`config.mk`:
```
export PLATFORM = sky130hd
export DESIGN_NAME = key_scan_event_generator
export DESIGN_NICKNAME = d
export VERILOG_FILES = /design/src/hw/rtl/kse_pkg.sv /design/src/hw/rtl/kse_dp.sv /design/src/hw/rtl/kse_ctrl.sv /design/src/hw/rtl/key_scan_event_generator.sv
export SDC_FILE = /design/constraint.sdc
export NUM_CORES = 1
export LEC_CHECK = 0
export BUFFER_PORTS_ARGS = -buffer_cell sky130_fd_sc_hd__buf_4
export CORE_MARGIN = 2
export CORE_UTILIZATION = 45
export CTS_CLUSTER_DIAMETER = 80
export CTS_CLUSTER_SIZE = 16
export DETAILED_ROUTE_END_ITERATION = 16
export MAX_ROUTING_LAYER = met4
export PLACE_DENSITY = 0.62
export SYNTH_ARGS = -nofsm -noshare
export SYNTH_HDL_FRONTEND = slang
export SYNTH_SLANG_ARGS = --single-unit
```
`constraint.sdc`:
```
create_clock -name i_clk -period 25.4 [get_ports i_clk]
set_input_delay 3.81 -clock i_clk [delete_from_list [all_inputs] [get_ports i_clk]]
set_output_delay 3.81 -clock i_clk [all_outputs]
set_load 0.005 [all_outputs]
```
`src/hw/rtl/kse_pkg.sv`:
```
package kse_pkg;

    localparam int SCAN_W        = 64;
    localparam int KEY_W         = 7;
    localparam int REG_CNT_W     = 4;
    localparam int CFG_IDX_W     = 1;
    localparam int CFG_DATA_W    = 7;
    localparam int BITS_PER_REG  = 8;
    localparam int MAX_REGS      = 8;
    localparam int CHUNK_W       = 3;
    localparam int MAX_RESULTS   = 6;
    localparam int NRES_W        = 3;

    localparam logic [KEY_W-1:0]     MAX_KEY_NUM_RST = 7'd64;
    localparam logic [REG_CNT_W-1:0] REG_COUNT_RST   = 4'd8;

    // configuration register indexes
    localparam logic [CFG_IDX_W-1:0] CFG_MAX_KEY_NUM  = 1'b0;
    localparam logic [CFG_IDX_W-1:0] CFG_REG_COUNT    = 1'b1;

    // controller to datapath
    typedef struct packed {
        logic load;       // take a new scan
        logic scan_step;  // decode one 8-bit register of the scan
        logic cmp_step;   // move to the next group of eight keys
        logic emit_evt;   // send an event and update the press map
        logic emit_null;  // send the no-change result
    } t_kse_cmd;

    // datapath to controller
    typedef struct packed {
        logic chunk_last; // last group of the walk
        logic chunk_hit;  // a changed key in the current group
        logic diff_none;  // no changed key anywhere in range
        logic evt_last;   // the pending event closes this scan
        logic out_free;   // output register can take a result
    } t_kse_sts;

endpackage

```
`src/hw/rtl/kse_dp.sv`:
```
module kse_dp import kse_pkg::*; #(
    parameter int MAX_KEYS      = 64,
    parameter int PRESSED_LIMIT = 3
) (
    input  logic                  i_clk,
    input  logic                  i_rst_n,
    input  logic                  i_cfg_we,
    input  logic [CFG_IDX_W-1:0]  i_cfg_idx,
    input  logic [CFG_DATA_W-1:0] i_cfg_data,
    input  logic [SCAN_W-1:0]     i_scan_bits,
    input  t_kse_cmd              i_cmd,
    output t_kse_sts              o_sts,
    input  logic                  i_evt_stall,
    output logic                  o_evt_valid,
    output logic [KEY_W-1:0]      o_key_number,
    output logic                  o_is_press,
    output logic                  o_event_valid,
    output logic                  o_last_event
);

    localparam int CNT_W  = $clog2(PRESSED_LIMIT + 1);
    localparam int KIDX_W = $clog2(MAX_KEYS);

    logic [KEY_W-1:0]     r_max_key;
    logic [REG_CNT_W-1:0] r_reg_cnt;
    logic [SCAN_W-1:0]    r_scan;
    logic [SCAN_W-1:0]    r_cur;
    logic [CNT_W-1:0]     r_cnt;
    logic [CHUNK_W-1:0]   r_chunk;
    logic [NRES_W-1:0]    r_nres;
    logic [MAX_KEYS-1:0]  r_map;
    logic                 r_out_valid;
    logic [KEY_W-1:0]     r_key_number;
    logic                 r_is_press;
    logic                 r_event_valid;
    logic                 r_last_event;

    logic [REG_CNT_W-1:0]    regs_eff;
    logic                    chunk_on;
    logic [KEY_W-1:0]        top;
    logic [BITS_PER_REG-1:0] scan8;
    logic [BITS_PER_REG-1:0] n_cur8;
    logic [CNT_W-1:0]        n_cnt;
    logic [SCAN_W-1:0]       map_ext;
    logic [SCAN_W-1:0]       top_mask;
    logic [SCAN_W-1:0]       full_diff;
    logic [BITS_PER_REG-1:0] diff8;
    logic [CHUNK_W-1:0]      hit_b;
    logic [CHUNK_W*2-1:0]    k;
    logic [SCAN_W-1:0]       onehot_k;
    logic                    cur_bit;
    logic                    evt_last;
    logic                    out_free;

    assign regs_eff = (r_reg_cnt > REG_CNT_W'(MAX_REGS)) ? REG_CNT_W'(MAX_REGS) : r_reg_cnt;
    assign chunk_on = ({1'b0, r_chunk} < regs_eff);
    assign top      = (r_max_key > KEY_W'(MAX_KEYS)) ? KEY_W'(MAX_KEYS) : r_max_key;
    assign scan8    = r_scan[{r_chunk, 3'b000} +: BITS_PER_REG];

    // first zero bits of this register, up to the rollover limit
    always_comb begin
        n_cur8 = '0;
        n_cnt  = r_cnt;
        for (int b = 0; b < BITS_PER_REG; b++) begin
            if (chunk_on && !scan8[b] && (n_cnt < CNT_W'(PRESSED_LIMIT))) begin
                n_cur8[b] = 1'b1;
                n_cnt     = n_cnt + CNT_W'(1);
            end
        end
    end

    assign map_ext = SCAN_W'(r_map);

    always_comb begin
        for (int j = 0; j < SCAN_W; j++) begin
            top_mask[j] = (KEY_W'(j) < top);
        end
    end

    assign full_diff = (r_cur ^ map_ext) & top_mask;
    assign diff8     = full_diff[{r_chunk, 3'b000} +: BITS_PER_REG];

    // lowest changed key in the group
    always_comb begin
        hit_b = '0;
        for (int b = BITS_PER_REG - 1; b >= 0; b--) begin
            if (diff8[b]) begin
                hit_b = CHUNK_W'(b);
            end
        end
    end

    assign k        = {r_chunk, hit_b};
    assign onehot_k = SCAN_W'(1) << k;
    assign cur_bit  = r_cur[k];
    assign evt_last = ((full_diff & ~onehot_k) == '0) ||
                      (r_nres == NRES_W'(MAX_RESULTS - 1));
    assign out_free = !r_out_valid || !i_evt_stall;

    assign o_sts.chunk_last = (r_chunk == '1);
    assign o_sts.chunk_hit  = |diff8;
    assign o_sts.diff_none  = (full_diff == '0);
    assign o_sts.evt_last   = evt_last;
    assign o_sts.out_free   = out_free;

    always_ff @(posedge i_clk) begin
        if (!i_rst_n) begin
            r_max_key   <= MAX_KEY_NUM_RST;
            r_reg_cnt   <= REG_COUNT_RST;
            r_map       <= '0;
            r_cnt       <= '0;
            r_chunk     <= '0;
            r_nres      <= '0;
            r_out_valid <= 1'b0;
        end else begin
            if (i_cfg_we) begin
                unique case (i_cfg_idx)
                    CFG_MAX_KEY_NUM: r_max_key <= i_cfg_data[KEY_W-1:0];
                    CFG_REG_COUNT:   r_reg_cnt <= i_cfg_data[REG_CNT_W-1:0];
                endcase
            end
            if (i_cmd.load) begin
                r_cnt   <= '0;
                r_chunk <= '0;
                r_nres  <= '0;
            end
            if (i_cmd.scan_step) begin
                r_cnt   <= n_cnt;
                r_chunk <= r_chunk + CHUNK_W'(1);
            end
            if (i_cmd.cmp_step) begin
                r_chunk <= r_chunk + CHUNK_W'(1);
            end
            if (i_cmd.emit_evt) begin
                r_map[k[KIDX_W-1:0]] <= cur_bit;
                r_nres               <= r_nres + NRES_W'(1);
            end
            if (i_cmd.emit_evt || i_cmd.emit_null) begin
                r_out_valid <= 1'b1;
            end else if (!i_evt_stall) begin
                r_out_valid <= 1'b0;
            end
        end
    end

    always_ff @(posedge i_clk) begin
        if (i_cmd.load) begin
            r_scan <= i_scan_bits;
            r_cur  <= '0;
        end
        if (i_cmd.scan_step) begin
            r_cur[{r_chunk, 3'b000} +: BITS_PER_REG] <= n_cur8;
        end
        if (i_cmd.emit_evt) begin
            r_key_number  <= {1'b0, k} + KEY_W'(1);
            r_is_press    <= cur_bit;
            r_event_valid <= 1'b1;
            r_last_event  <= evt_last;
        end else if (i_cmd.emit_null) begin
            r_key_number  <= '0;
            r_is_press    <= 1'b0;
            r_event_valid <= 1'b0;
            r_last_event  <= 1'b1;
        end
    end

    assign o_evt_valid   = r_out_valid;
    assign o_key_number  = r_key_number;
    assign o_is_press    = r_is_press;
    assign o_event_valid = r_event_valid;
    assign o_last_event  = r_last_event;

    a_emit_free: assert property (@(posedge i_clk) disable iff (!i_rst_n)
        (i_cmd.emit_evt || i_cmd.emit_null) |-> out_free)
        else $error("result loaded over a held result");

    a_nres_bound: assert property (@(posedge i_clk) disable iff (!i_rst_n)
        r_nres <= NRES_W'(MAX_RESULTS))
        else $error("too many events for one scan");

    a_null_first: assert property (@(posedge i_clk) disable iff (!i_rst_n)
        i_cmd.emit_null |-> (r_nres == '0))
        else $error("no-change result after an event");

    a_null_last: assert property (@(posedge i_clk) disable iff (!i_rst_n)
        (r_out_valid && !r_event_valid) |-> r_last_event)
        else $error("no-change result not marked last");

endmodule

```
`src/hw/rtl/kse_ctrl.sv`:
```
module kse_ctrl import kse_pkg::*; (
    input  logic     i_clk,
    input  logic     i_rst_n,
    input  logic     i_scan_valid,
    output logic     o_scan_stall,
    input  t_kse_sts i_sts,
    output t_kse_cmd o_cmd
);

    typedef enum logic [1:0] {
        ST_IDLE,
        ST_SCAN,
        ST_CMP
    } t_state;

    t_state r_state;
    t_state n_state;

    assign o_scan_stall = (r_state != ST_IDLE);

    always_comb begin
        o_cmd   = '0;
        n_state = r_state;
        unique case (r_state)
            ST_IDLE: begin
                if (i_scan_valid) begin
                    o_cmd.load = 1'b1;
                    n_state    = ST_SCAN;
                end
            end
            ST_SCAN: begin
                o_cmd.scan_step = 1'b1;
                if (i_sts.chunk_last) begin
                    n_state = ST_CMP;
                end
            end
            ST_CMP: begin
                if (i_sts.diff_none) begin
                    if (i_sts.out_free) begin
                        o_cmd.emit_null = 1'b1;
                        n_state         = ST_IDLE;
                    end
                end else if (i_sts.chunk_hit) begin
                    if (i_sts.out_free) begin
                        o_cmd.emit_evt = 1'b1;
                        if (i_sts.evt_last) begin
                            n_state = ST_IDLE;
                        end
                    end
                end else begin
                    o_cmd.cmp_step = 1'b1;
                end
            end
            default: n_state = ST_IDLE;
        endcase
    end

    always_ff @(posedge i_clk) begin
        if (!i_rst_n) begin
            r_state <= ST_IDLE;
        end else begin
            r_state <= n_state;
        end
    end

    a_one_cmd: assert property (@(posedge i_clk) disable iff (!i_rst_n)
        $onehot0({o_cmd.load, o_cmd.scan_step, o_cmd.cmp_step,
                  o_cmd.emit_evt, o_cmd.emit_null}))
        else $error("more than one datapath command");

    a_scan_to_cmp: assert property (@(posedge i_clk) disable iff (!i_rst_n)
        (r_state == ST_SCAN && i_sts.chunk_last) |=> (r_state == ST_CMP))
        else $error("scan decode did not hand over to compare");

endmodule

```
`src/hw/rtl/key_scan_event_generator.sv`:
```
// decode: the eight scan registers are decoded one 8-bit register per cycle, then the
//   compare walk visits eight keys per cycle, pausing on a group while it emits events
//   and while the output register is held; one scan in flight at a time: a new scan is
//   taken only after the last result of the previous one is loaded
// reset: synchronous active low; all keys released, max_key_num 64, register_count 8
module key_scan_event_generator import kse_pkg::*; #(
    parameter int MAX_KEYS      = 64,
    parameter int PRESSED_LIMIT = 3
) (
    input  logic                  i_clk,
    input  logic                  i_rst_n,
    // configuration writes
    input  logic                  i_cfg_we,
    input  logic [CFG_IDX_W-1:0]  i_cfg_idx,
    input  logic [CFG_DATA_W-1:0] i_cfg_data,
    // scan request channel
    input  logic                  i_scan_valid,
    output logic                  o_scan_stall,
    input  logic [SCAN_W-1:0]     i_scan_bits,
    // event request channel
    output logic                  o_evt_valid,
    input  logic                  i_evt_stall,
    output logic [KEY_W-1:0]      o_key_number,
    output logic                  o_is_press,
    output logic                  o_event_valid,
    output logic                  o_last_event
);

    // command and status between the sequencer and the datapath
    t_kse_cmd cmd;
    t_kse_sts sts;

    // sequencer: idle -> decode the eight scan registers -> walk the key groups,
    // emitting one event per cycle whenever the output register is free
    kse_ctrl u_ctrl (
        .i_clk        (i_clk),
        .i_rst_n      (i_rst_n),
        .i_scan_valid (i_scan_valid),
        .o_scan_stall (o_scan_stall),
        .i_sts        (sts),
        .o_cmd        (cmd)
    );

    // datapath: config registers, scan decode with rollover limit, press map,
    // per-group change search and the output register that decouples the
    // event consumer from the walk
    kse_dp #(
        .MAX_KEYS      (MAX_KEYS),
        .PRESSED_LIMIT (PRESSED_LIMIT)
    ) u_dp (
        .i_clk         (i_clk),
        .i_rst_n       (i_rst_n),
        .i_cfg_we      (i_cfg_we),
        .i_cfg_idx     (i_cfg_idx),
        .i_cfg_data    (i_cfg_data),
        .i_scan_bits   (i_scan_bits),
        .i_cmd         (cmd),
        .o_sts         (sts),
        .i_evt_stall   (i_evt_stall),
        .o_evt_valid   (o_evt_valid),
        .o_key_number  (o_key_number),
        .o_is_press    (o_is_press),
        .o_event_valid (o_event_valid),
        .o_last_event  (o_last_event)
    );

endmodule

```
======== After elaboration in Yosys (flattened, before gate mapping) ========
Cells that the tools add are included.
storage, ports and cells
  latch bits .............................. 0
  word-level logic and storage cells ...... 230
  memories kept ........................... 0
  flip-flop bits (word level) ............. 224
  memory bits (read-only) ................. 0
  output and inout bits ................... 12
  memory bits (writable) .................. 0
operators by class
  multipliers ............................. 0
  add/sub/neg operators ................... 12
  mux-type cells .......................... 65
  reductions and logical operators ........ 42
  equal/unequal tests ..................... 10
  div/mod/pow operators ................... 0
  magnitude comparators ................... 77
  shifts and indexed selects .............. 5
  bitwise operators ....................... 5
operator list
  cell                                                                         count
  6-bit by 7-bit less-than comparator with 1-bit output, first input constant  32
  64-bit AND                                                                   2
  64-bit bitwise mux                                                           2
  64-bit zero test                                                             2
  64-bit 2-to-1 mux                                                            2
  64-bit by 7-bit variable part select with 8-bit output                       2
  5-bit by 7-bit less-than comparator with 1-bit output, first input constant  16
  64-bit NOT                                                                   1
  8-bit by 8-bit variable shift with 64-bit output, first input constant       1
  8-bit by 8-bit variable part select with 64-bit output                       1
  1-bit by 6-bit left shift with 64-bit output, first input constant           1
  64-bit XOR                                                                   1
  4-bit by 7-bit less-than comparator with 1-bit output, first input constant  8
  3-bit 2-to-1 mux                                                             13
  2-bit 2-to-1 mux                                                             18
  3-bit by 7-bit less-than comparator with 1-bit output, first input constant  4
  1-bit 2-to-1 mux                                                             23
  7-bit 2-to-1 mux                                                             3
  1-bit logical AND                                                            17
  2-bit by 1-bit adder with 2-bit output, second input constant                8
  2-bit less-than comparator, second input constant                            8
  1-bit by 7-bit less-than comparator with 1-bit output, first input constant  2
  2-bit by 7-bit less-than comparator with 1-bit output, first input constant  2
  1-bit zero test                                                              10
  27 further kinds                                                             37

======== Depth between registers and ports, before layout ========
  depth after elaboration ................. 30
  gate-level depth with buffers ........... 51

======== By module ========
A second synthesis with hierarchy kept.
unflattened totals
  cells, all modules ...................... 1407
  area, all modules ....................... 12919.9 µm²
modules (own cells, without submodules)
  module    seq. area each (µm²)  cells an instance  times used  area an instance (µm²)
  kse_dp    5175.0                1388               1           12772.2
  kse_ctrl  40.0                  19                 1           147.6

======== Worst setup path after synthesis ========
No wires, ideal clock.
  kind .................................... register to register
  start ................................... register u_dp.r_chunk[0]
  end ..................................... register u_dp.r_cnt[0]
  data arrival time ....................... 9.764 ns
  required time ........................... 25.268 ns
  path slack .............................. 15.504 ns
  buffers on the path ..................... 7
  period minus slack after synthesis ...... 9.896 ns
  stages on the path, launching flop included .. 46
  cell sequence ........................... dfxtp_1 -> clkbuf_1 -> buf_1 -> mux2_2 -> a221o_1 -> o21ai_0 -> o211ai_1 -> xor2_1 -> inv_1 -> ha_1 -> a221oi_1 -> o211a_1 -> clkbuf_1 -> xnor2_1 -> ha_1 -> a211oi_1 -> o211ai_1 -> clkbuf_1 -> (+10 left out) -> clkbuf_1 -> nand4_1 -> a41oi_1 -> nor4_1 -> ha_1 -> a211oi_1 -> nand3_1 -> xnor2_1 -> ha_1 -> a211oi_1 -> and3_1 -> clkbuf_1 -> o21ai_0 -> ha_1 -> a211oi_1 -> xnor3_1 -> nand2_1 -> a21oi_1
between the ends
  longest elaborated chain between the ends .. 27
  elaborated cells on any way between the ends .. 49
  those cells by class .................... add/sub: 7; order compare: 8; shift: 1; mux: 9; reduce/logical: 24
ends and longest elaborated chain
  item                                                    RTL line       text
  start: declaration                                      kse_dp.sv:29   logic [CHUNK_W-1:0] r_chunk;
  start signal: assignment                                kse_dp.sv:129  r_chunk <= r_chunk + CHUNK_W'(1);
  start signal: assignment                                kse_dp.sv:132  r_chunk <= r_chunk + CHUNK_W'(1);
  64-bit by 7-bit variable part select with 8-bit output  kse_dp.sv:58   assign scan8 = r_scan[{r_chunk, 3'b000} +: BITS_PER_REG];
  1-bit zero test                                         kse_dp.sv:65   if (chunk_on && !scan8[b] && (n_cnt < CNT_W'(PRESSED_LIMIT))) begin
  1-bit logical AND (2 in series)                         kse_dp.sv:65
  2-bit 2-to-1 mux                                        kse_dp.sv:65
  2-bit less-than comparator                              kse_dp.sv:65
  1-bit logical AND                                       kse_dp.sv:65
  2-bit 2-to-1 mux                                        kse_dp.sv:65
  2-bit less-than comparator                              kse_dp.sv:65
  (+10 left out)                                          -
  2-bit 2-to-1 mux                                        kse_dp.sv:65
  2-bit less-than comparator                              kse_dp.sv:65
  1-bit logical AND                                       kse_dp.sv:65
  2-bit 2-to-1 mux                                        kse_dp.sv:65
  2-bit less-than comparator                              kse_dp.sv:65
  1-bit logical AND                                       kse_dp.sv:65
  2-bit 2-to-1 mux (*)                                    kse_dp.sv:65
  2-bit 2-to-1 mux (*)                                    kse_dp.sv:127  if (i_cmd.scan_step) begin
  end signal: assignment                                  kse_dp.sv:128  r_cnt <= n_cnt;
  end: declaration                                        kse_dp.sv:28   logic [CNT_W-1:0] r_cnt;
Every way passes the cells marked *; elsewhere a longest branch is shown, timed or not.
A chain may end at the register's enable or synchronous reset.

======== Final worst setup path ========
  start ................................... register u_dp.r_chunk[0]
  end ..................................... register u_dp.r_cnt[1]
Same word-level chain as after synthesis.

==> impl_metrics.py <==
metrics = {
    "clock_network": {
        "root_buffer": "clkbuf_16",
        "cts_tree": "done",
        "cts_buffer_depth": 3,
        "cts_setup_buffers": 0,
        "cts_buffers": 19,
        "cts_resized": 0,
        "clk-insertion-delay-late_ps": 520,
        "postCtsHoldBufs": 0,
        "h-tree-depth": 1,
        "path_clk_slew_ps": 80,
        "clock-sinks": 224,
    },
    "setup_path": {
        "slowest_stage": "dfxtp_2",
        "cp_top_family": "compound AO/OA/AOI/OAI gates",
        "worstPathArrival_ps": 12440,
        "cp_num_buf_inv": 3,
        "worstPathRequired_ps": 25790,
        "critical_path_class": "reg -> reg",
        "r2r_setup_slack_ps": 13340,
        "crit_path_end_kind": "register",
        "start_kind": "register",
        "crit_fanout": 47,
        "crit_top_cell": "ha_1",
        "max_stage_delay_ps": 990,
    },
    "placement": {
        "portBuffers": 88,
        "place.gp.congestion": 1.03,
        "dpl.hpwl_mm": 42.8,
    },
    "timing": {
        "rsz0062_at_grt": "false",
        "finalSetupTns_ps": 0,
        "relSlewSlack_pct": 23.5,
        "tightest_slew_ps": 1140,
        "period_share_pct": 47.5,
        "slew_violations": 0,
        "fin_crit_ps": 12060,
        "hold_viol": 0,
        "finalSetupViolations": 0,
        "whs_ps": 465,
        "skew_ps": 17.3,
        "fmax_ghz": 0.0829,
    },
    "drt": {
        "firstDrtPassIters": 6,
        "antenna_left": 0,
        "drt_wl_total_mm": 56.0,
        "vias": 13000,
        "drtIter0Drc": 1889,
        "drc": 0,
        "routed_via_density": 6.69,
        "wl_per_cell_um": 28.9,
    },
    "run_status": {
        "outcome": "finished, final reports clean",
    },
    "yosys": {
        "synth-edff-count": 73,
        "synth_top_area_share_pct": 23.4,
        "synthCells": 1496,
        "syn_avg_cell_area_um2": 8.65,
        "ys_seq_elements": 224,
        "async_reset_ff_share_pct": 0,
        "synthFlopType": "dfxtp_1",
        "yosysWarnings": 0,
        "synth_fp_nets": 1598,
        "synth_cell_types": 92,
        "ys_top_cells_by_area": "dfxtp_1 23%, edfxtp_1 17%, o21ai_0 6.2%",
        "yosysSeqAreaShare_pct": 40.3,
        "synth_top_area_cell": "dfxtp_1",
        "syn_area_um2": 12900,
    },
    "min_path": {
        "hold_path_class": "reg -> reg",
    },
    "die": {
        "design.die.area_um2": 30100,
        "start_util_pct": 45.3,
        "rows": 62,
        "io_pins": 89,
        "coreArea_um2": 28500,
        "die_x_um": 174,
        "die_h_um": 174,
    },
    "power": {
        "power.leakage_nw": 5.06,
        "swShare_pct": 39.4,
        "intPower_mw": 0.657,
        "power_frac_seq_pct": 36.4,
        "ir_worst_vdd_uv": 74.9,
        "power.switching_mw": 0.428,
        "cellPowerDensity_nw_per_um2": 75.0,
        "power_mw": 1.09,
        "p_comb_share_pct": 37.9,
        "power.share.clock_pct": 25.7,
    },
    "run": {
        "maxCapViolCount": 0,
    },
    "global_route": {
        "grt_max_degree": 73,
        "grt_pass1_vias": 12200,
        "overflow": 0,
        "grt_pass1_wl_mm": 81.5,
        "grt_antenna_before_repair": 1,
        "grtUsageTotal_pct": 37.6,
    },
    "final_layout": {
        "regArea_um2": 5220,
        "multiInputGateArea_um2": 7220,
        "syn_to_final_growth_pct": 11.8,
        "fin_util_pct": 50.7,
        "drive_gt1_share_pct": 13.1,
        "layout.nets": 1647,
        "nFillCells": 2850,
    },
}
[layout by cell type (no fill, tap or decap), types with 14 or more instances in the layout]
cell	instances
edfxtp_1	73
nand4_1	35
o21ai_0	161
dfxtp_1	149
nor3_1	29
clkbuf_16	19
ha_1	25
buf_4	122
inv_1	18
a221oi_1	15
xnor2_1	55
nand2_1	119
nor2_1	133
mux2i_1	14
nand2b_1	14
a21oi_1	123
a211oi_1	39
nand3_1	106
[sequential cells by signal (all words and copies together), names as in the netlist, 2 cells and up]
| register | flops |
|---|---|
| u_dp.r_nres | 3 |
| u_ctrl.r_state | 2 |
| u_dp.r_chunk | 3 |
| u_dp.r_cnt | 2 |
| u_dp.r_max_key | 7 |
| u_dp.r_scan | 64 |
| u_dp.o_key_number | 7 |
| u_dp.r_cur | 64 |
| u_dp.r_reg_cnt | 4 |
| u_dp.map_ext | 64 |
[power groups by stage]
stage | Sequential [mW] | Clock, mW | Combinational, mW
after detailed placement | 0.403 | 0 | 0.399
after global placement | 0.402 | 0 | 0.394
after floorplan | 0.396 | 0 | 0.285
after CTS | 0.394 | 0.283 | 0.401
final | 0.395 | 0.279 | 0.411
after global routing | 0.396 | 0.294 | 0.444
[tightest hold or removal path, stage by stage (launching register included)]
cell and delay [ps]:
dfxtp_1 320, nand2_1 50, a21oi_1 50
[path summary, 6_finish.rpt]
check                           end  depth (start not counted)              start
hold reg to reg   u_dp.r_reg_cnt[2]                          2  u_dp.r_reg_cnt[2]
setup reg to reg      u_dp.r_cnt[1]                         41    u_dp.r_chunk[0]
hold / removal    u_dp.r_reg_cnt[2]                          2  u_dp.r_reg_cnt[2]
setup / recovery      u_dp.r_cnt[1]                         41    u_dp.r_chunk[0]
[final cells by class]
type                       instances  share of cell area, %
clock buffer                      25                   3.44
multi-input combinational       1156                   49.9
timing repair buffer             122                   6.33
clock inverter                     5                  0.389
sequential                       224                   36.1
antenna                            1                 0.0173
inverter                          22                  0.571
tap                              384                   3.32
[kinds of logic (layout without fill, tap and decap cells)]
| kind of cell | count (synthesis) | count (layout) | synth area share (%) |
|---|---|---|---|
| buffers and inverters | 116 | 174 | 3.98 |
| adder cells (fa/ha/maj) | 25 | 25 | 2.42 |
| AND/OR/NAND/NOR | 534 | 534 | 21.1 |
| AO/OA/AOI/OAI | 502 | 502 | 25.2 |
| multiplexers | 26 | 26 | 2.30 |
| XOR/XNOR | 69 | 69 | 4.78 |
| flip-flops | 224 | 224 | 40.3 |
| other | 0 | 1 | 0 |
[cells in the mapped netlist, types with 19 or more instances]
| master | count |
|---|---|
| ha_1 | 25 |
| a211oi_1 | 39 |
| dfxtp_1 | 151 |
| nand3_1 | 106 |
| buf_2 | 19 |
| xnor2_1 | 55 |
| edfxtp_1 | 73 |
| nand4_1 | 35 |
| nor3_1 | 29 |
| o21ai_0 | 161 |
| nor2_1 | 133 |
| nand2_1 | 120 |
| a21oi_1 | 123 |
| clkbuf_1 | 58 |
[through the flow]
step	worst slack [ps]	cells	cell area, µm²
floorplan	15500	1496	12900
global placement	14000	1908	13900
detailed placement	13540	1908	13900
CTS	13500	1938	14500
global route	12090	1939	14500
finish	13340	1939	14500
[layer usage]
layer | track usage (%) | vias up | wire (µm)
li1 | - | 5759 | -
met1 | 49.7 | 6209 | 22800
met2 | 53.8 | 788 | 23700
met3 | 6.03 | 207 | 5130
met4 | 23.8 | 0 | 4320
met5 | - | - | 0
(Power assumes the default switching activity.)
